[config.mk]
export PLATFORM = sky130hd
export DESIGN_NAME = dst3_fifo
export DESIGN_NICKNAME = d
export VERILOG_FILES = /design/src/design/dst3_fifo.sv
export SDC_FILE = /design/constraint.sdc
export NUM_CORES = 1
export LEC_CHECK = 0
export BUFFER_PORTS_ARGS = -buffer_cell sky130_fd_sc_hd__buf_4
export CAP_MARGIN = 15
export CORE_MARGIN = 8
export CORE_UTILIZATION = 55
export CTS_CLUSTER_DIAMETER = 200
export DETAILED_ROUTE_END_ITERATION = 16
export HOLD_SLACK_MARGIN = 0.1
export PLACE_DENSITY = 0.77
export SYNTH_ARGS = -nofsm -noshare
export SYNTH_HDL_FRONTEND = slang
export SYNTH_SLANG_ARGS = --single-unit
export TNS_END_PERCENT = 100
[constraint.sdc]
create_clock -name clk_i -period 5.6 [get_ports clk_i]
set_input_delay 0.84 -clock clk_i [delete_from_list [all_inputs] [get_ports clk_i]]
set_output_delay 0.84 -clock clk_i [all_outputs]
set_load 0.05 [all_outputs]
[src/design/dst3_fifo.sv]
// ----------------------------------------------------------------------------
// dst3_fifo
// Small register queue with ready/valid on both sides.
// ----------------------------------------------------------------------------
module dst3_fifo #(
  parameter int WIDTH = 8,
  parameter int DEPTH = 4
) (
  input  logic             clk_i,
  input  logic             rst_ni,
  input  logic             push_valid_i,
  output logic             push_ready_o,
  input  logic [WIDTH-1:0] push_data_i,
  output logic             pop_valid_o,
  input  logic             pop_ready_i,
  output logic [WIDTH-1:0] pop_data_o
);

  localparam int PW = (DEPTH > 1) ? $clog2(DEPTH) : 1;
  localparam int CW = $clog2(DEPTH + 1);

  logic [WIDTH-1:0] mem_q [DEPTH];
  logic [PW-1:0]    wptr_q, wptr_d, rptr_q, rptr_d;
  logic [CW-1:0]    cnt_q, cnt_d;
  logic             push, pop;

  assign push_ready_o = (cnt_q < CW'(DEPTH));
  assign pop_valid_o  = (cnt_q != '0);
  assign pop_data_o   = mem_q[rptr_q];
  assign push         = push_valid_i && push_ready_o;
  assign pop          = pop_valid_o && pop_ready_i;

  always_comb begin
    wptr_d = wptr_q;
    rptr_d = rptr_q;
    cnt_d  = cnt_q;
    if (push) begin
      wptr_d = (wptr_q == PW'(DEPTH - 1)) ? '0 : wptr_q + PW'(1);
    end
    if (pop) begin
      rptr_d = (rptr_q == PW'(DEPTH - 1)) ? '0 : rptr_q + PW'(1);
    end
    if (push && !pop) begin
      cnt_d = cnt_q + CW'(1);
    end else if (pop && !push) begin
      cnt_d = cnt_q - CW'(1);
    end
  end

  always_ff @(posedge clk_i or negedge rst_ni) begin
    if (!rst_ni) begin
      wptr_q <= '0;
      rptr_q <= '0;
      cnt_q  <= '0;
    end else begin
      wptr_q <= wptr_d;
      rptr_q <= rptr_d;
      cnt_q  <= cnt_d;
    end
  end

  always_ff @(posedge clk_i) begin
    if (push) begin
      mem_q[wptr_q] <= push_data_i;
    end
  end

endmodule

== Yosys cells after proc, flatten, opt, wreduce, memory -nomap -nowiden ==
Memories as Yosys holds them, arrays and structs flattened.
Cells that the tools add are included.

* Register bits after elaboration: 7
* RAM bits: 32
* Input bits: 12
* Output and inout bits: 10
* Logic and storage cells: 25
* Memories: 1

{| class="wikitable"
|+ Memory list
! name !! depth !! width !! read ports !! clocked after memory_dff !! write ports !! line !! text
|-
| mem_q || 4 || 8 || 1 || 0 || 1 || 22 || <nowiki>logic [WIDTH-1:0] mem_q [DEPTH];</nowiki>
|}

* $add $sub $neg: 4
* $lt $le $gt $ge: 1
* Eq/ne operators: 2
* Multiplexer cells: 6
* Reduce and logical (&&, ||, !) cells: 8

{| class="wikitable"
|+ Operators with widths
! operator !! number
|-
| 2-to-1 mux 3 bit || 2
|-
| adder 2 x 1 -> 2 bit (second input constant) || 2
|-
| == test 2 bit (second input constant) || 2
|-
| logical AND 1 bit || 4
|-
| 2-to-1 mux 2 bit || 2
|-
| adder 3 x 1 -> 3 bit (second input constant) || 1
|-
| < comparator 3 bit (second input constant) || 1
|-
| nonzero test 3 bit || 1
|-
| subtractor 3 x 1 -> 3 bit (second input constant) || 1
|-
| logical NOT 1 bit || 2
|-
| 2-to-1 mux 1 bit || 2
|-
| nonzero test 2 bit || 1
|}

== Longest topological paths before layout ==
Gate-level depths: netlist (run 1).

* Word-level depth: 6
* Mapped depth: 8
* Mapped depth without buffers: 8

== Worst setup path after synthesis (run 1) ==
No wires, ideal clock.

* Path kind: input-to-reg
* From: input port push_valid_i
* To: register cnt_q[2]
* Library setup time: 139 ps
* Data arrival time: 2083 ps
* Required time: 5461 ps
* Path slack: 3377 ps
* Stages on the path: 8
* Path buffers: 1
* Path through: nor2b_1 clkbuf_1 ha_1 inv_1 fa_1 xor2_1 nor2_1 xnor2_1

* Cells in the longest elaborated chain, start to end: 4
* Elaborated cells between the ends (all ways): 6
* Those cells by class: mux (1); reduce/logical (5)

{| class="wikitable"
|+ RTL lines
! item !! line !! text
|-
| from (decl) || 11 || <nowiki>input logic push_valid_i,</nowiki>
|-
| logical AND 1 bit (*) || 30 || <nowiki>assign push = push_valid_i && push_ready_o;</nowiki>
|-
| named net push || 25 || <nowiki>logic push, pop;</nowiki>
|-
| logical NOT 1 bit || 45 || <nowiki>end else if (pop && !push) begin</nowiki>
|-
| logical AND 1 bit || 45 ||
|-
| nonzero test 2 bit (no source line) || n/a ||
|-
| to (signal assigned) || 58 || <nowiki>cnt_q <= cnt_d;</nowiki>
|-
| to (decl) || 24 || <nowiki>logic [CW-1:0] cnt_q, cnt_d;</nowiki>
|}

The timed path passes the listed nets; every way through them passes the cells marked *.
A chain may end at the register's enable or synchronous reset.

== Worst setup path after layout (run 1) ==
* From: register rptr_q[0]
* To: output port pop_data_o[7]

* Cells in the longest elaborated chain, start to end: 1

{| class="wikitable"
|+ RTL lines
! item !! line !! text
|-
| from (decl) || 23 || <nowiki>logic [PW-1:0] wptr_q, wptr_d, rptr_q, rptr_d;</nowiki>
|-
| from (signal assigned) || 57 || <nowiki>rptr_q <= rptr_d;</nowiki>
|-
| memory read (4 x 8 bit) || n/a ||
|-
| to (decl) || 16 || <nowiki>output logic [WIDTH-1:0] pop_data_o</nowiki>
|}

Every way passes these cells.

==> results of run 1 <==
==> area by class of cell <==
class | instances | share of cell area (%)
multi-input cells | 35 | 23.4
inverters | 4 | 0.824
flip-flops and latches | 39 | 62.4
well taps | 31 | 2.13
clock buffers | 6 | 2.27
clock inverters | 2 | 0.412
repair buffers | 21 | 8.65
==> Yosys cell counts <==
cell       n
edfxtp_1  32
mux4_2     8
dfrtp_1    7
ha_1       6
and2_1     4
inv_1      4
nor2_1     3
clkbuf_1   2
mux2_4     2
nand2_1    2
o21ai_0    2
xnor2_1    2
buf_2      1
fa_1       1
mux2_2     1
nand2_4    1
nor2b_1    1
or3_4      1
xor2_1     1
==> where the power goes <==
group / switching, mW / total [mW] / leakage (nW) / internal, mW
sequential: 0.0596 / 0.434 / 0.374 / 0.374
clock: 0.0817 / 0.128 / 0.0273 / 0.0465
combinational: 0.251 / 0.427 / 0.282 / 0.176
total: 0.392 / 0.989 / 0.683 / 0.597
==> critical path: cells and delay by family (launching register included) <==
family,cells,cell delay [ns]
DFF,1,0.76
buffers and inverters,1,0.21
muxes,1,0.59
==> stage by stage <==
step | util, % | cells
global placement | 64.3 | 130
detailed placement | 64.3 | 130
floorplan | - | 81
global route | 66.1 | 138
CTS | 66.1 | 138
finish | 66.1 | 138
==> state kept, by name (all words and copies together) (netlist names) <==
name / flops
cnt_q: 3
mem_q: 32
rptr_q: 2
wptr_q: 2
==> routing by layer <==
layer / global-route usage (%) / wire [um] / vias up
li1: - / - / 354
met1: 12.3 / 975 / 378
met2: 17.8 / 1300 / 18
met3: 3.86 / 103 / 5
met4: 4.69 / 37 / 0
met5: 0 / 0 / -
==> path summary, 6_finish.rpt <==
check,from,end,cells after the start
worst min register to register,cnt_q[0],cnt_q[0],1
max in group asynchronous,rst_ni,rptr_q[1],1
worst max register to register,cnt_q[0],cnt_q[2],8
min in group clk_i,cnt_q[0],cnt_q[0],1
worst max-delay path,rptr_q[0],pop_data_o[7],2
worst min-delay path,rst_ni,cnt_q[1],1
==> kinds of logic after synthesis <==
| family | Yosys count |
|---|---|
| compound gates | 2 |
| xor+xnor | 3 |
| fa+ha+maj | 7 |
| buf+inv | 7 |
| flops | 39 |
| mux | 11 |
| simple gates | 12 |
==> cells in the final DEF, fill, tap and decap left out, drive strengths merged, types with 4 or more instances in the layout <==
master,Yosys,routed
edfxtp,32,32
buf,1,21
mux4,8,8
dfrtp,7,7
ha,6,6
clkbuf,2,6
inv,4,4
and2,4,4
==> results_dict.tcl, run 1 <==
set metrics [dict create \
    finalSetupViolations 0 \
    finalCriticalPeriod_ns 2.73 \
    maxCapViolCount 0 \
    drt_first_pass_iters 4 \
    synthMuxAreaShare_pct 13.9 \
    n_antenna_cell 0 \
    drc 0 \
    htreeDepth 2 \
    crit_fanout 11 \
    die_area_um2 4870 \
    io_pins 22 \
    worstPathCellList "mux4_2 -> buf_4" \
    postRouteAntennaNets 0 \
    slowest_stage "dfrtp_1" \
    dpl_cell_area_um2 1770 \
    hpwl_mm 1.71 \
    rsz0062_at_grt "no" \
    synth-adder-area-share_pct 5.98 \
    clockBufferDepth 2 \
    synth-seq-cells 39 \
    endpoint_kind "primary output" \
    grt_max_degree 12 \
    layout-drive-gt1-share_pct 36.4 \
    synthTopCellsByArea "edfxtp_1 (60%), mux4_2 (11%), dfrtp_1 (11%)" \
    clockRootBuffer "clkbuf_4" \
    critPathRequiredTime_ns 4.76 \
    ys_types 19 \
    seqCellArea_um2 1140 \
    syn_inst 81 \
    syn_area_um2 1590 \
    gp_congestion 0.763 \
    drt_iter0_drc 23 \
    rows 19 \
    cp.arrival_ns 1.89 \
    setup_slack_ns 2.87 \
    slowest_delay_ns 0.76 \
    fmax_ghz 0.367 \
    vdd_drop_max_mv 0.413 \
    antenna_found_initial 0 \
    grt_pass1_wl_mm 4.01 \
    cts_setup_buffers 0 \
    grt_pass1_vias 803 \
    path_class "reg -> out" \
    synth_warnings 0 \
    synth_area_per_cell_um2 19.6 \
    grt_use_total_pct 10.8 \
    routed_wl_mm 2.42 \
    grt_overflow_total 0 \
    cts_hold_buf 0 \
    whs_ns 0.296 \
    synth_compound_area_share_pct 0.630 \
    fin_tns_setup_ns 0 \
    start_kind "flip-flop" \
    syn_to_final_growth_pct 14.6 \
    min_path_type "in -> async" \
    finClkSkew_ns 0.00612 \
    power-per-cell-area_nw_per_um2 543 \
    multiInputGateArea_um2 425 \
    status "complete, no violations" \
    worst_pin_slew_ns 0.631 \
    p_total_uw 989 \
    pre_cts_ws_ns 3.15 \
    synth_top_cell_by_area "edfxtp_1" \
    clk_latency_ns 0.33 \
    die_y_um 69.8 \
    coreArea_um2 2760 \
    portBuffers 21 \
    finalNetCount 125 \
    wl_per_cell_um 17.5 \
    floorplan.initialDensity_pct 57.6 \
    rrSetupSlack_ns 3.56 \
    num_vias 755 \
    slew_viol_final 0 \
    synth_nets 100 \
    numCtsBuffers 5 \
    fin_crit_sh_pct 48.7 \
    max-slew-margin-rel_pct 57.9 \
    finalHoldViolations 0 \
    cts.sinks 39 \
    vias_per_cell 5.47 \
    cts-resized-gates 0 \
    synth-simple-area-share_pct 4.57 \
    synth_xor_area_share_pct 1.65 \
    post-route-cell-area_um2 1820 \
    cts_tree "built" \
    clk_pin_slew_ns 0.11 \
    fillers 194 \
    synth_top_family_by_area "multiplexers" \
    yosysTopAreaCellShare_pct 60.5 \
    die_w_um 69.8 \
    ys_seq_area_share_pct 71.5 \
    power.leakage_nw 0.683 \
]
Note: power is estimated with default switching activity, not from simulation.
==> run 2: changes to the inputs <==
- clock period: 5.6 -> 2.6 ns (I/O delays scaled with it)
==> run 2 against run 1 <==
  * Routed wire length up 8.7%
  * Utilization increased by 2.5 points
  * Setup slack worse by 2.5 ns
  * Largest cell class unchanged
  * Critical path depth unchanged
  * Sequential power increased by 120%
==> results_dict.tcl, run 2 (synthesis gave the netlist of run 1 again) <==
set metrics [dict create \
    layout-drive-gt1-share_pct 38.5 \
    status "complete, no violations" \
    cts_tree "built" \
    finClkSkew_ns 0.00955 \
    slowest_delay_ns 0.75 \
    crit_fanout 11 \
    layout_commonest_cell "edfxtp_1" \
    min_path_type "in -> reg" \
    grt_pass1_vias 883 \
    cp.arrival_ns 1.87 \
    rows 19 \
    htreeDepth 2 \
    grt_max_degree 13 \
    cts.sinks 39 \
    num_vias 785 \
    slowest_stage "dfrtp_1" \
    setup_slack_ns 0.336 \
    finalHoldViolations 0 \
    finalNetCount 127 \
    endpoint_kind "primary output" \
    die_w_um 69.8 \
    die_y_um 69.8 \
    reg_top3 "mem_q: 32 flops, cnt_q: 3 flops" \
    rsz0062_at_grt "no" \
    start_kind "flip-flop" \
    drc 0 \
    clockRootBuffer "clkbuf_4" \
    clk_latency_ns 0.34 \
    power-per-cell-area_nw_per_um2 1250 \
    portBuffers 21 \
    gp_congestion 0.742 \
    finalSetupViolations 0 \
    postRouteAntennaNets 0 \
    numCtsBuffers 5 \
    n_antenna_cell 0 \
    slew_viol_final 0 \
    fmax_ghz 0.442 \
    hpwl_mm 1.83 \
    pre_cts_ws_ns 0.574 \
    die_area_um2 4870 \
    cp_top_family "flip-flops" \
    power.leakage_nw 0.718 \
    largest_reg_flops 32 \
    path_class "reg -> out" \
    whs_ns 0.247 \
    fillers 184 \
    syn_to_final_growth_pct 19.1 \
    seqCellArea_um2 1140 \
    maxCapViolCount 0 \
    vias_per_cell 5.61 \
    grt_pass1_wl_mm 4.45 \
    largest_register "mem_q" \
    coreArea_um2 2760 \
    floorplan.initialDensity_pct 57.6 \
    final_cell_mix "edfxtp_1 (32), buf_4 (22), mux4_2 (8)" \
    clockBufferDepth 2 \
    wl_per_cell_um 18.7 \
    cts-resized-gates 0 \
    clk_pin_slew_ns 0.11 \
    worstPathCellList "mux4_2 -> buf_4" \
    max-slew-margin-rel_pct 58.6 \
    routed_wl_mm 2.62 \
    drt_iter0_drc 44 \
    path_buf_inv 1 \
    fin_tns_setup_ns 0 \
    io_pins 22 \
    multiInputGateArea_um2 425 \
    grt_overflow_total 0 \
    antenna_found_initial 0 \
    finalCriticalPeriod_ns 2.26 \
    critPathRequiredTime_ns 2.21 \
    worst_pin_slew_ns 0.622 \
    grt_use_total_pct 11.9 \
    vdd_drop_max_mv 1.28 \
    fin_crit_sh_pct 87.1 \
    drt_first_pass_iters 4 \
]
run 2: cell type report:
type	count	area share [%]
clock buffers	6	2.18
clock inverters	2	3.17
inverters	4	0.794
multi-input cells	35	22.5
flip-flops and latches	39	60.1
well taps	31	2.05
repair buffers	23	9.26
run 2: worst paths after layout:
kind | startpoint | to | slack, ns | cells past startpoint
worst min-delay path | push_data_i[6] | mem_q[0][6] | 0.25 | 1
worst max register to register | cnt_q[0] | cnt_q[2] | 0.48 | 8
min in group asynchronous | rst_ni | cnt_q[0] | 0.40 | 2
worst max-delay path | rptr_q[0] | pop_data_o[7] | 0.34 | 2
worst min register to register | cnt_q[0] | cnt_q[0] | 0.60 | 1
max in group asynchronous | rst_ni | cnt_q[1] | 2.07 | 2
run 2: worst register-to-register path, cell delays in order, from the launching register on:
cell	delay, ns
dfrtp_1	0.45
or3_4	0.43
nand2_4	0.10
ha_1	0.19
inv_1	0.06
fa_1	0.39
xor2_1	0.16
nor2_1	0.13
xnor2_1	0.13
run 2: metal layers:
metal	share of wire (%)	up-vias	global-route usage [%]	wire (um)
li1	-	361	-	-
met1	40	391	13.1	1050
met2	51	25	19.9	1350
met3	6.6	8	5.15	174
met4	1.9	0	4.69	49
met5	0	-	0	0
run 2: report_power, final:
group	internal (mW)	switching, mW	total, mW
clock	0.300	0.180	0.480
sequential	0.806	0.135	0.941
combinational	0.390	0.552	0.942
total	1.50	0.867	2.36
run 2: timing repair:
action | in CTS | in global routing
buffers inserted | 0 | 0
hold endpoints to repair | 7 | 0
endpoints found under the setup margin | 0 | 0
hold buffers | 1 | 0
run 2: per-stage QoR:
| step | std cells | instance area [um^2] | total power, mW | utilization (%) |
|---|---|---|---|---|
| after CTS | 140 | 1890 | 2.40 | 68.6 |
| after global routing | 140 | 1890 | 2.49 | 68.6 |
| final | 140 | 1890 | 2.36 | 68.6 |
| after global placement | 131 | 1780 | 1.86 | 64.6 |
| after floorplan | 81 | 1590 | 1.64 | - |
| after detailed placement | 131 | 1780 | 1.91 | 64.6 |
