$ cat config.mk
export PLATFORM = sky130hd
export DESIGN_NAME = dst3_front
export DESIGN_NICKNAME = d
export VERILOG_FILES = /design/src/design/dst3_pkg.sv /design/src/design/dst3_front.sv
export SDC_FILE = /design/constraint.sdc
export NUM_CORES = 1
export LEC_CHECK = 0
export BUFFER_PORTS_ARGS = -buffer_cell sky130_fd_sc_hd__buf_2
export CAP_MARGIN = 10
export CORE_MARGIN = 2
export CORE_UTILIZATION = 30
export CTS_BUF_LIST = sky130_fd_sc_hd__clkbuf_4
export DETAILED_ROUTE_END_ITERATION = 7
export SKIP_CTS_REPAIR_TIMING = 1
export SKIP_LAST_GASP = 1
export SYNTH_ARGS = -nofsm -noshare
export SYNTH_HDL_FRONTEND = slang
export SYNTH_SLANG_ARGS = --single-unit
$ cat constraint.sdc
create_clock -name clk_i -period 19.1 [get_ports clk_i]
set_clock_uncertainty 0.2 [all_clocks]
set_input_delay 3.82 -clock clk_i [delete_from_list [all_inputs] [get_ports clk_i]]
set_output_delay 3.82 -clock clk_i [all_outputs]
set_load 0.02 [all_outputs]
$ cat src/design/dst3_pkg.sv
// ----------------------------------------------------------------------------
// dst3_pkg
// Shared types and constants of the seven-point 3D diffusion stencil.
// ----------------------------------------------------------------------------
package dst3_pkg;

  localparam int ROW_LEN_DEF  = 64;
  localparam int MAX_ROWS_DEF = 64;

  localparam int DATA_W    = 32;
  localparam int NUM_COEF  = 7;
  localparam int ROWS_W    = 7;
  localparam int CFG_IDX_W = 3;
  localparam int Q_FRAC    = 30;

  localparam int CMD_DEPTH = 4;
  localparam int OUT_DEPTH = 8;

  // Register indexes of the configuration port; coefficient slots share them
  typedef enum logic [CFG_IDX_W-1:0] {
    CFG_COEF_C = 3'd0,
    CFG_COEF_E = 3'd1,
    CFG_COEF_W = 3'd2,
    CFG_COEF_N = 3'd3,
    CFG_COEF_S = 3'd4,
    CFG_COEF_T = 3'd5,
    CFG_COEF_B = 3'd6,
    CFG_ROWS   = 3'd7
  } cfg_idx_e;

  typedef enum logic {
    OP_PUSH  = 1'b0,
    OP_DRAIN = 1'b1
  } op_e;

  // Command flags passed from the front end to the datapath
  typedef struct packed {
    logic wr;       // write the sample into the store
    logic res;      // the command yields a result
    logic cplane;   // plane holding the centre voxel
    logic has_top;  // top neighbor is the incoming sample
    logic has_bot;  // bottom neighbor comes from the other plane
    logic last;     // final result of the sweep
  } cmd_ctrl_t;

  localparam int CTRL_W = $bits(cmd_ctrl_t);

endpackage

$ cat src/design/dst3_front.sv
// ----------------------------------------------------------------------------
// dst3_front
// Front end: accepts items, tracks raster position and volume state, and
// issues one datapath command per item that does work.
// ----------------------------------------------------------------------------
module dst3_front
  import dst3_pkg::*;
#(
  parameter int ROW_LEN  = ROW_LEN_DEF,
  parameter int MAX_ROWS = MAX_ROWS_DEF
) (
  input  logic                                  clk_i,
  input  logic                                  rst_ni,
  input  logic [ROWS_W-1:0]                     rows_cfg_i,
  input  logic                                  in_valid_i,
  output logic                                  in_ready_o,
  input  op_e                                   in_op_i,
  input  logic [DATA_W-1:0]                     in_sample_i,
  input  logic                                  in_last_i,
  output logic                                  cmd_valid_o,
  input  logic                                  cmd_ready_i,
  output cmd_ctrl_t                             cmd_ctrl_o,
  output logic [$clog2(ROW_LEN)-1:0]            cmd_x_o,
  output logic [((MAX_ROWS > 1) ? $clog2(MAX_ROWS) : 1)-1:0] cmd_y_o,
  output logic [$clog2(MAX_ROWS + 1)-1:0]       cmd_rows_o,
  output logic [DATA_W-1:0]                     cmd_value_o
);

  localparam int XW  = $clog2(ROW_LEN);
  localparam int YW  = (MAX_ROWS > 1) ? $clog2(MAX_ROWS) : 1;
  localparam int RW  = $clog2(MAX_ROWS + 1);
  localparam int CW  = (RW > ROWS_W) ? RW : ROWS_W;
  localparam int PCW = $clog2(ROW_LEN * MAX_ROWS + 1);

  logic [XW-1:0]  col_q, col_d;
  logic [YW-1:0]  row_q, row_d;
  logic [1:0]     seen_q, seen_d;
  logic [PCW-1:0] pend_q, pend_d;
  logic           drain_q, drain_d;
  logic           par_q, par_d;

  logic [CW-1:0]  rcfg;
  logic [RW-1:0]  rows_eff;
  logic [YW-1:0]  y;
  logic           col_last, row_last, plane_end, accept;
  logic [XW-1:0]  col_nxt;
  logic [YW-1:0]  row_nxt;
  cmd_ctrl_t      ctrl;

  assign accept     = in_valid_i && cmd_ready_i;
  assign in_ready_o = cmd_ready_i;

  always_comb begin
    rcfg = CW'(rows_cfg_i);
    if (rcfg == '0) begin
      rows_eff = RW'(1);
    end else if (rcfg > CW'(MAX_ROWS)) begin
      rows_eff = RW'(MAX_ROWS);
    end else begin
      rows_eff = RW'(rcfg);
    end
  end

  // Clamp the row when the grid shrank under the current position
  assign y         = (RW'(row_q) >= rows_eff) ? YW'(rows_eff - RW'(1)) : row_q;
  assign col_last  = (col_q == XW'(ROW_LEN - 1));
  assign row_last  = ((RW'(y) + RW'(1)) >= rows_eff);
  assign plane_end = col_last && row_last;
  assign col_nxt   = col_last ? '0 : col_q + XW'(1);
  assign row_nxt   = col_last ? (row_last ? '0 : y + YW'(1)) : y;

  always_comb begin
    col_d       = col_q;
    row_d       = row_q;
    seen_d      = seen_q;
    pend_d      = pend_q;
    drain_d     = drain_q;
    par_d       = par_q;
    cmd_valid_o = 1'b0;
    ctrl        = '0;
    if (accept) begin
      row_d = y;
      case (in_op_i)
        OP_PUSH: begin
          if (!drain_q) begin
            cmd_valid_o  = 1'b1;
            ctrl.wr      = 1'b1;
            ctrl.res     = (seen_q != 2'd0);
            ctrl.cplane  = ~par_q;
            ctrl.has_top = 1'b1;
            ctrl.has_bot = seen_q[1];
            col_d        = col_nxt;
            row_d        = row_nxt;
            if (plane_end) begin
              if (in_last_i) begin
                drain_d = 1'b1;
                pend_d  = PCW'(rows_eff * ROW_LEN);
              end else begin
                if (!seen_q[1]) begin
                  seen_d = seen_q + 2'd1;
                end
                par_d = ~par_q;
              end
            end
          end
        end
        OP_DRAIN: begin
          if (drain_q && (pend_q != '0)) begin
            cmd_valid_o  = 1'b1;
            ctrl.res     = 1'b1;
            ctrl.cplane  = par_q;
            ctrl.has_bot = (seen_q != 2'd0);
            pend_d       = pend_q - PCW'(1);
            col_d        = col_nxt;
            row_d        = row_nxt;
            if (plane_end || (pend_d == '0)) begin
              // close the sweep and get ready for the next volume
              ctrl.last = 1'b1;
              drain_d   = 1'b0;
              pend_d    = '0;
              seen_d    = 2'd0;
              par_d     = 1'b0;
              col_d     = '0;
              row_d     = '0;
            end
          end
        end
        default: ;
      endcase
    end
  end

  assign cmd_ctrl_o  = ctrl;
  assign cmd_x_o     = col_q;
  assign cmd_y_o     = y;
  assign cmd_rows_o  = rows_eff;
  assign cmd_value_o = in_sample_i;

  always_ff @(posedge clk_i or negedge rst_ni) begin
    if (!rst_ni) begin
      col_q   <= '0;
      row_q   <= '0;
      seen_q  <= 2'd0;
      pend_q  <= '0;
      drain_q <= 1'b0;
      par_q   <= 1'b0;
    end else begin
      col_q   <= col_d;
      row_q   <= row_d;
      seen_q  <= seen_d;
      pend_q  <= pend_d;
      drain_q <= drain_d;
      par_q   <= par_d;
    end
  end

endmodule

## After elaboration in Yosys (flattened, before gate mapping)

Cells that the tools add are included.

- Add/sub/neg operators: 6
- Magnitude comparators: 3
- Eq/ne operators: 8
- Mux-type cells: 51
- Bitwise gates (word level): 2
- Reduce and logical (&&, ||, !) cells: 13

Operators with widths:

| kind | number |
|---|---|
| 6-bit 2-to-1 mux | 11 |
| 13-bit 2-to-1 mux | 5 |
| 13-bit case mux with 2 select lines | 1 |
| 6-bit case mux with 2 select lines | 2 |
| 2-bit 2-to-1 mux | 8 |
| 1-bit 2-to-1 mux | 15 |
| 7-bit 2-to-1 mux | 2 |
| 13-bit zero test | 1 |
| 13-bit nonzero test | 1 |
| 13-bit by 1-bit subtractor with 13-bit output (second input constant) | 1 |
| 6-bit by 1-bit adder with 6-bit output (second input constant) | 2 |
| 2-bit != test (second input constant) | 5 |
| 1-bit case mux with 2 select lines | 4 |
| 2-bit case mux with 2 select lines | 2 |
| 6-bit by 1-bit adder with 7-bit output (second input constant) | 1 |
| 6-bit by 7-bit greater-or-equal comparator with 1-bit output | 1 |
| 7-bit greater-or-equal comparator | 1 |
| 7-bit greater-than comparator (second input constant) | 1 |
| 7-bit zero test | 1 |
| 7-bit AND reduction | 1 |
| 6-bit equality test (second input constant) | 1 |
| 3-bit AND reduction | 2 |
| 6-bit AND reduction | 1 |
| 6-bit by 1-bit subtractor with 6-bit output (second input constant) | 1 |
| other kinds (8) | 12 |

- Bits in registers: 29
- Input port bits: 45
- Output and inout port bits: 59
- Word-level logic and storage cells: 90

## Logic depth before layout (Yosys ltp)

Gate-level depths: netlist of the first run.

- Depth in word-level cells: 13
- Depth in mapped cells: 25
- Mapped depth without buffers: 21

## Worst setup path before layout of the first run

Ideal clock, no wire load.

- Path kind: input to output
- From: in rows_cfg_i[6]
- To: out cmd_ctrl_o[0] in the netlist's numbering
- Data arrival time: 8300 ps
- Data required time: 15080 ps
- Path slack: 6780 ps
- Stages on the path: 21
- Path buffers: 3
- Cell sequence: buf_2 > inv_2 > a22o_1 > ha_1 > nor2b_1 > o21ai_0 > a21oi_2 > buf_4 > o21ai_0 > ha_1 > nand3_1 > mux2_2 > xor2_1 > ha_1 > nand4_1 > and3_1 > o21ai_1 > nand2_1 > buf_2 > and2_1 > nor2_1

RTL lines:

| element | line | text |
|---|---|---|
| start: declaration | dst3_front.sv:14 | `input logic [ROWS_W-1:0] rows_cfg_i,` |
| end: declaration | dst3_front.sv:22 | `output cmd_ctrl_t cmd_ctrl_o,` |

==> results of run 1 <==
-- metal layers --
metal / share of wire [%] / wire, µm
met4: 1.8 / 136
met3: 5.2 / 386
met2: 47 / 3480
met1: 46 / 3470
met5: 0 / 0
-- worst paths after layout --
path / from / endpoint / slack (ns) / depth (start not counted)
worst min-delay path: drain_q / drain_q / 0.36 / 2
min in group asynchronous: rst_ni / pend_q[12] / 3.33 / 1
worst max register to register: row_q[2] / pend_q[9] / 13.89 / 18
worst min register to register: drain_q / drain_q / 0.36 / 2
worst max-delay path: rows_cfg_i[6] / cmd_ctrl_o[0] / 6.25 / 21
max in group asynchronous: rst_ni / pend_q[3] / 14.91 / 1
-- power breakdown --
group | switching [mW] | internal [mW] | leakage (nW)
clock network | 0.0218 | 0.0133 | 0.0300
registers | 0.0269 | 0.0793 | 0.350
logic | 0.125 | 0.0795 | 0.938
-- placed cells by master (no fill, tap or decap), types with 3 or more instances in the layout --
cell type,instances
mux2i_1,6
nand2_1,30
o21a_1,7
a22o_1,3
or3_1,4
o21ai_1,3
o21ai_0,22
inv_1,22
o22ai_1,6
o32a_1,4
and3_1,5
ha_1,18
nor3b_1,4
xnor2_1,3
a21o_1,7
nand2b_1,5
a22oi_1,3
xor2_1,5
a31oi_1,7
dfrtp_1,29
nand3_1,13
nor2b_1,3
or2_2,3
nand4_1,6
clkbuf_4,5
and2_1,4
nor2_1,21
buf_2,39
nor3_1,15
a21oi_1,16
-- worst reg2reg max path, cell delays in order, from the launching register on --
cell,delay (ns)
dfrtp_1,0.44
ha_1,0.32
a21oi_1,0.12
o21ai_0,0.11
a21oi_2,0.58
a21oi_1,0.22
inv_1,0.14
ha_1,0.26
nand3_1,0.09
mux2_2,0.32
xor2_1,0.15
ha_1,0.32
nand4_1,0.09
and3_1,0.20
o21ai_1,0.32
nand3_1,0.19
a21o_1,0.43
or4_1,0.58
nand3_1,0.09
-- through the flow --
step / hold slack (ns) / std cells / setup slack, ns
after global placement: 0.339 / 487 / 6.56
after CTS: 0.356 / 495 / 6.31
after detailed placement: 0.333 / 487 / 6.33
after floorplan: 0.291 / 363 / 6.78
after global routing: 0.398 / 495 / 5.76
final: 0.357 / 495 / 6.25
-- flip-flops by register name (all words and copies together) (netlist names) --
| signal | cells |
|---|---|
| row_q | 6 |
| pend_q | 13 |
| seen_q | 2 |
| drain_q | 1 |
| par_q | 1 |
| cmd_x_o | 6 |
-- layout make-up --
| class | instances | share of cell area (%) |
|---|---|---|
| Tap cell | 133 | 5.54 |
| Clock buffer | 5 | 1.25 |
| Timing Repair Buffer | 39 | 6.50 |
| Sequential cell | 29 | 24.2 |
| Inverter | 24 | 3.00 |
| Multi-Input combinational cell | 262 | 59.1 |
| Clock inverter | 3 | 0.417 |
-- kinds of logic after synthesis --
kind of cell | share of synthesized area, %
mux | 2.43
simple gates | 24.9
fa+ha+maj | 7.67
flops | 24.7
compound gates | 23.1
xor+xnor | 2.39
buf+inv | 14.8
==> summary.txt, run 1 <==
Run status
  • Status: finished, final reports clean

Placed design
  • Number of port buffers: 39
  • Placed inst area: 0.00295 mm²
  • DP HPWL: 5.84 mm
  • GPL Wtd Cong: 0.836

Routing
  • Detailed Routing Iterations Pass 1: 4
  • ANT nets after route: 0
  • Routed WL: 7.48 mm
  • Remaining DRCs: 0
  • DR vias/cell: 5.41
  • Drt first-iter violations: 112
  • DR WL/cell: 15.1 µm
  • Total number of vias: 2680

Layout
  • Area taken by multi-input logic gates: 0.00177 mm²
  • Register area: 726 µm²
  • Share of cells above drive strength 1: 17.4%
  • # fillers: 1046
  • # diodes: 0
  • Fin area: 0.00300 mm²
  • Nets: 424
  • Final Util: 31.1%
  • Layout area overhead: 2.26%

Floorplan
  • Die Area: 0.0106 mm²
  • Rows: 36
  • Initial Util: 30.5%
  • Top-Level Pins: 104
  • Die H: 103 µm
  • Die X: 103 µm
  • Core ar.: 0.00964 mm²

Global route
  • M1 GR Usage: 19.7%
  • Grt peak-use layer: met2
  • Largest net degree at the start of global routing: 30
  • Vias in the first global route: 2521
  • Met2 Resource Use GR: 24.2%
  • GR Util met3: 3.05%
  • First-pass GRT wire length: 12.5 mm
  • Total congestion overflow: 0
  • Total GRT Usage: 14.8%
  • Initial antenna violation count: 0

CTS
  • Max clock buf depth: 2
  • Clock transition at path regs: 0.09 ns
  • CTS tree: yes
  • Clock Latency Late Sink: 0.33 ns
  • CTS root buffer: clkbuf_4
  • H-Tree Depth: 2
  • CTS buffer count: 5
  • CTS Sinks: 29

Logic synthesis
  • Count leader, synth: buf_4
  • #FFs+latches synth: 29
  • Ys flop type: dfrtp_1
  • Yosys warnings: 0
  • Seq/Total Area, Yosys: 24.7%
  • Ys async rst share: 100%
  • Post-synth design cell area: 0.00294 mm²
  • Library cells used by synthesis: 64
  • Synthesized area per cell: 8.09 µm²
  • Cells after synthesis: 363
  • Yosys top cell by area: dfrtp_1
  • Synth Net Count: 426
  • Top post-synthesis cells by area: dfrtp_1 (25%), buf_4 (9.5%), ha_1 (7.7%)
  • Synth top cells by count: buf_4 (37), nand2_1 (30), dfrtp_1 (29)
  • EDFF count, synth: 0
  • Top-area cell type share of the netlist area: 24.7%

Power
  • Leak Pwr: 1.32 nW
  • Tot Pwr: 0.346 mW
  • Worst VDD drop: 0.0000450 V
  • PD cells: 115 mW/mm²

STA
  • Final setup violating endpoints: 0
  • Final min period: 12.85 ns
  • Setup_tns: 0 ns
  • Fmax: 77.8 MHz
  • Final worst-path cycle share: 67.3%
  • Rel. slew slack: 53.2%
  • Final Max Tran Viols: 0
  • Unrepaired setup endpoints after global routing: no
  • Final Hold Viols: 0
  • Worst-Margin Slew: 0.702 ns

Critical path
  • WP buf/inv: 3
  • CP max stage delay: 0.58 ns
  • Startpoint Class: primary input
  • Slowest CP cell: a21oi_2
  • Arrival time worst endpoint: 8.83 ns
  • Req. time, crit path: 15.08 ns
  • CP top delay family: compound AO/OA/AOI/OAI gates
  • Kind of critical path: primary input to output port
  • Most used cell, CP: ha_1
  • Critical-path cell list: buf_2 -> nor3_1 -> a22o_1 -> ha_1 -> nor2b_1 -> o21ai_0 -> a21oi_2 -> a21oi_1 -> inv_1 -> ha_1 -> nand3_1 -> mux2_2 -> xor2_1 -> ha_1 -> nand4_1 -> and3_1 -> o21ai_1 -> nand2_1 -> and2_1 -> nor2_1 -> buf_2
  • Critical Path Sink Type: output port
  • Worst-path fanout max: 14

Min path
  • Hold Path Class: flip-flop to flip-flop

Flow run
  • Max-cap violations: 0
Power figures use the tool's default switching activity.
==> run 2, diff against run 1 <==
ABC_AREA = 1   (was default)
clock period = 10.34 ns   (was 19.1 ns; I/O delays follow)
==> summary.txt, run 2 <==
Run status
  • Status: finished, final reports clean (unchanged)

Floorplan
  • Top-Level Pins: 104 (unchanged)
  • Die Area: 0.0104 mm² (was 0.0106 mm²)
  • Die X: 102 µm (was 103 µm)
  • Rows: 35 (was 36)
  • Die H: 102 µm (was 103 µm)
  • Core ar.: 0.00928 mm² (was 0.00964 mm²)
  • Initial Util: 30.9% (was 30.5%)

Power
  • Clock share of power: 9.7% (was 10.1%)
  • Switching Share: 51.1% (was 50.2%)
  • Comb power frac: 63.2% (was 59.1%)
  • PD cells: 233 mW/mm² (was 115 mW/mm²)
  • Sequential power share: 27.0% (was 30.7%)
  • Leak Pwr: 1.55 nW (was 1.32 nW)
  • Worst VDD drop: 0.000157 V (was 0.0000450 V)
  • Internal power: 0.341 mW (was 0.172 mW)
  • NetSw: 0.356 mW (was 0.173 mW)

Min path
  • Hold Path Class: flip-flop to flip-flop (unchanged)
  • Hold Path Stages: 2 (unchanged)

Global route
  • First-pass GRT wire length: 11.7 mm (was 12.5 mm)
  • Largest net degree at the start of global routing: 30 (unchanged)
  • Initial antenna violation count: 0 (unchanged)
  • Vias in the first global route: 2496 (was 2521)
  • Total GRT Usage: 13.9% (was 14.8%)
  • Total congestion overflow: 0 (unchanged)

STA
  • Worst-Margin Slew: 0.699 ns (was 0.702 ns)
  • WHS: 0.287 ns (was 0.357 ns)
  • Final Max Tran Viols: 0 (unchanged)
  • Final Hold Viols: 0 (unchanged)
  • Final worst-path cycle share: 78.5%
  • Fmax: 123 MHz
  • Final setup violating endpoints: 0 (unchanged)
  • Setup_tns: 0 ns (unchanged)
  • Final min period: 8.12 ns
  • Rel. slew slack: 53.4% (was 53.2%)
  • Unrepaired setup endpoints after global routing: no (unchanged)

Logic synthesis
  • Yosys warnings: 0 (unchanged)
  • Ys flop type: dfrtp_1 (unchanged)
  • Seq/Total Area, Yosys: 25.3% (was 24.7%)
  • Ys async rst share: 100% (unchanged)
  • Cells after synthesis: 402 (was 363)
  • Post-synth design cell area: 0.00287 mm² (was 0.00294 mm²)
  • Yosys top cell by area: dfrtp_1 (unchanged)
  • Top post-synthesis cells by area: dfrtp_1 (25%), nand2_1 (9.3%), buf_4 (9.1%) (was dfrtp_1 (25%), buf_4 (9.5%), ha_1 (7.7%))
  • Synth top cells by count: nand2_1 (71), inv_1 (43), nor2_1 (39) (was buf_4 (37), nand2_1 (30), dfrtp_1 (29))
  • Top-area cell type share of the netlist area: 25.3% (was 24.7%)
  • EDFF count, synth: 0 (unchanged)
  • Library cells used by synthesis: 38 (was 64)
  • Synthesized area per cell: 7.15 µm² (was 8.09 µm²)
  • Synth Net Count: 465 (was 426)
  • #FFs+latches synth: 29 (unchanged)
  • Count leader, synth: nand2_1 (was buf_4)

Flow run
  • Max-cap violations: 0 (unchanged)

Layout
  • Most common cell after layout, fill and taps aside: nand2_1 (was buf_2)
  • # diodes: 0 (unchanged)
  • Register bank with the most flops: pend_q (unchanged)
  • Most frequent cells in the layout: nand2_1 (71), inv_1 (43), nor2_1 (39), buf_2 (39), nand3_1 (30) (was buf_2 (39), nand2_1 (30), dfrtp_1 (29), inv_1 (22), o21ai_0 (22))
  • Share of cells above drive strength 1: 20.8% (was 17.4%)
  • Nets: 471 (was 424)
  • Number of flip-flops under the largest register name: 13 (unchanged)
  • Layout area overhead: 3.96% (was 2.26%)

CTS
  • CTS tree: yes (unchanged)
  • Max clock buf depth: 2 (unchanged)
  • H-Tree Depth: 2 (unchanged)
  • CTS buffer count: 5 (unchanged)
  • Clock Latency Late Sink: 0.33 ns (about the same)
  • Clock transition at path regs: 0.09 ns (about the same)
  • CTS Sinks: 29 (unchanged)
  • CTS root buffer: clkbuf_4 (unchanged)

Routing
  • Detailed Routing Iterations Pass 1: 4 (unchanged)
  • Remaining DRCs: 0 (unchanged)
  • Drt first-iter violations: 139 (was 112)
  • ANT nets after route: 0 (unchanged)
  • DR vias/cell: 4.78 (was 5.41)
  • DR WL/cell: 12.9 µm (was 15.1 µm)
  • Routed WL: 6.91 mm (was 7.48 mm)
  • Total number of vias: 2566 (was 2680)

Critical path
  • Worst-path fanout max: 10 (was 14)
  • FF-to-FF path depth: 22 (was 18)
  • Arrival time worst endpoint: 5.85 ns (was 8.83 ns)
  • Critical-path cell list: buf_2 -> nor2_1 -> inv_1 -> ha_1 -> inv_1 -> nor2_4 -> a21oi_4 -> nand3_4 -> nand2_2 -> nand2_4 -> ha_1 -> inv_1 -> xor2_1 -> inv_1 -> ha_1 -> nand2_1 -> o21ai_0 -> nand4_1 -> nand3_1 -> nand2_1 -> nand2_1 -> nand2_1 -> nor2_2 -> buf_2 (was buf_2 -> nor3_1 -> a22o_1 -> ha_1 -> nor2b_1 -> o21ai_0 -> a21oi_2 -> a21oi_1 -> inv_1 -> ha_1 -> nand3_1 -> mux2_2 -> xor2_1 -> ha_1 -> nand4_1 -> and3_1 -> o21ai_1 -> nand2_1 -> and2_1 -> nor2_1 -> buf_2)
  • CP top delay family: simple AND/OR/NAND/NOR gates (was compound AO/OA/AOI/OAI gates)
  • Kind of critical path: primary input to output port (unchanged)
  • Critical Path Sink Type: output port (unchanged)
  • Startpoint Class: primary input (unchanged)
  • Req. time, crit path: 8.07 ns (was 15.08 ns)
  • Slowest CP cell: ha_1 (was a21oi_2)
  • WP buf/inv: 6 (was 3)
  • CP max stage delay: 0.32 ns (was 0.58 ns)
  • Levels on crit path: 24 (was 21)

Placed design
  • Number of port buffers: 39 (unchanged)
  • DP HPWL: 5.56 mm (was 5.84 mm)
  • GPL Wtd Cong: 0.877 (was 0.836)
-- run 2: changes by cell type in the layout (fill, tap and decap cells not counted), moves of 8 or more --
cell | before | now
xor2_1 | 5 | 13
nand2_2 | 1 | 10
nand2_1 | 30 | 71
nor2_1 | 21 | 39
o21ai_0 | 22 | 14
nor3_1 | 15 | 4
nand3_1 | 13 | 30
inv_1 | 22 | 43
-- run 2: kinds of logic (layout without fill, tap and decap cells) --
logic type,Yosys count,in the layout,share of synthesized area [%]
AO/OA/AOI/OAI,61,61,13.0
flip-flops,29,29,25.3
AND/OR/NAND/NOR,188,188,32.2
adder cells (fa/ha/maj),18,18,7.84
XOR/XNOR,16,16,4.88
buffers and inverters,90,96,16.9
-- run 2: power by group through the flow --
stage	logic [mW]	registers [mW]	clock network, mW
finish	0.441	0.188	0.0677
global route	0.505	0.195	0.0751
CTS	0.444	0.189	0.0701
detailed placement	0.441	0.191	0
global placement	0.433	0.190	0
floorplan	0.355	0.189	0
-- run 2: final timing paths --
path | start | endpoint | slack (ns)
max | rows_cfg_i[6] | cmd_ctrl_o[0] | 2.22
min | seen_q[0] | seen_q[0] | 0.29
max reg2reg | row_q[4] | pend_q[3] | 5.97
min reg2reg | seen_q[0] | seen_q[0] | 0.29
max in group asynchronous | rst_ni | row_q[1] | 7.90
min in group asynchronous | rst_ni | pend_q[3] | 1.56
-- run 2: layout make-up --
class | instances | area (µm²)
clock buffers | 6 | 45.0
clock inverters | 1 | 3.75
fillers | 1037 | 6300
inverters | 50 | 193
multi-input cells | 283 | 1660
flip-flops and latches | 29 | 726
well taps | 129 | 161
repair buffers | 39 | 195
-- run 2: per-stage QoR --
stage               utilization (%)  instances  setup WS, ns  power, mW  instance area [µm²]
floorplan                         -        402          2.57      0.545                 2870
global placement               31.6        530          2.34      0.623                 2940
detailed placement             31.6        530          2.18      0.632                 2940
CTS                            32.2        537          2.17      0.702                 2990
global route                   32.2        537          1.69      0.775                 2990
finish                         32.2        537          2.22      0.697                 2990
-- run 2: routing by layer --
layer / track usage [%] / up-vias / wire length [µm]
met5: 0 / - / 0
met4: 3.18 / 0 / 92
met3: 2.26 / 12 / 286
met2: 24.9 / 58 / 3500
met1: 17.5 / 1204 / 3040
li1: - / 1292 / -
-- run 2: worst register-to-register path: stages, from the launching register on --
cell and delay (ns):
dfrtp_1 0.44, ha_1 0.35, nand2_1 0.08, nand2_1 0.08, a21oi_4 0.21, nand3_4 0.20, nand2_2 0.13, nand2_4 0.08
ha_1 0.20, inv_1 0.12, xor2_1 0.22, inv_1 0.07, ha_1 0.31, a21oi_1 0.13, o21ai_0 0.12, nand4_1 0.09
nand3_1 0.11, nand2_1 0.14, nor2_1 0.08, o21ai_2 0.50, inv_2 0.22, nand3_1 0.13, o21ai_0 0.08
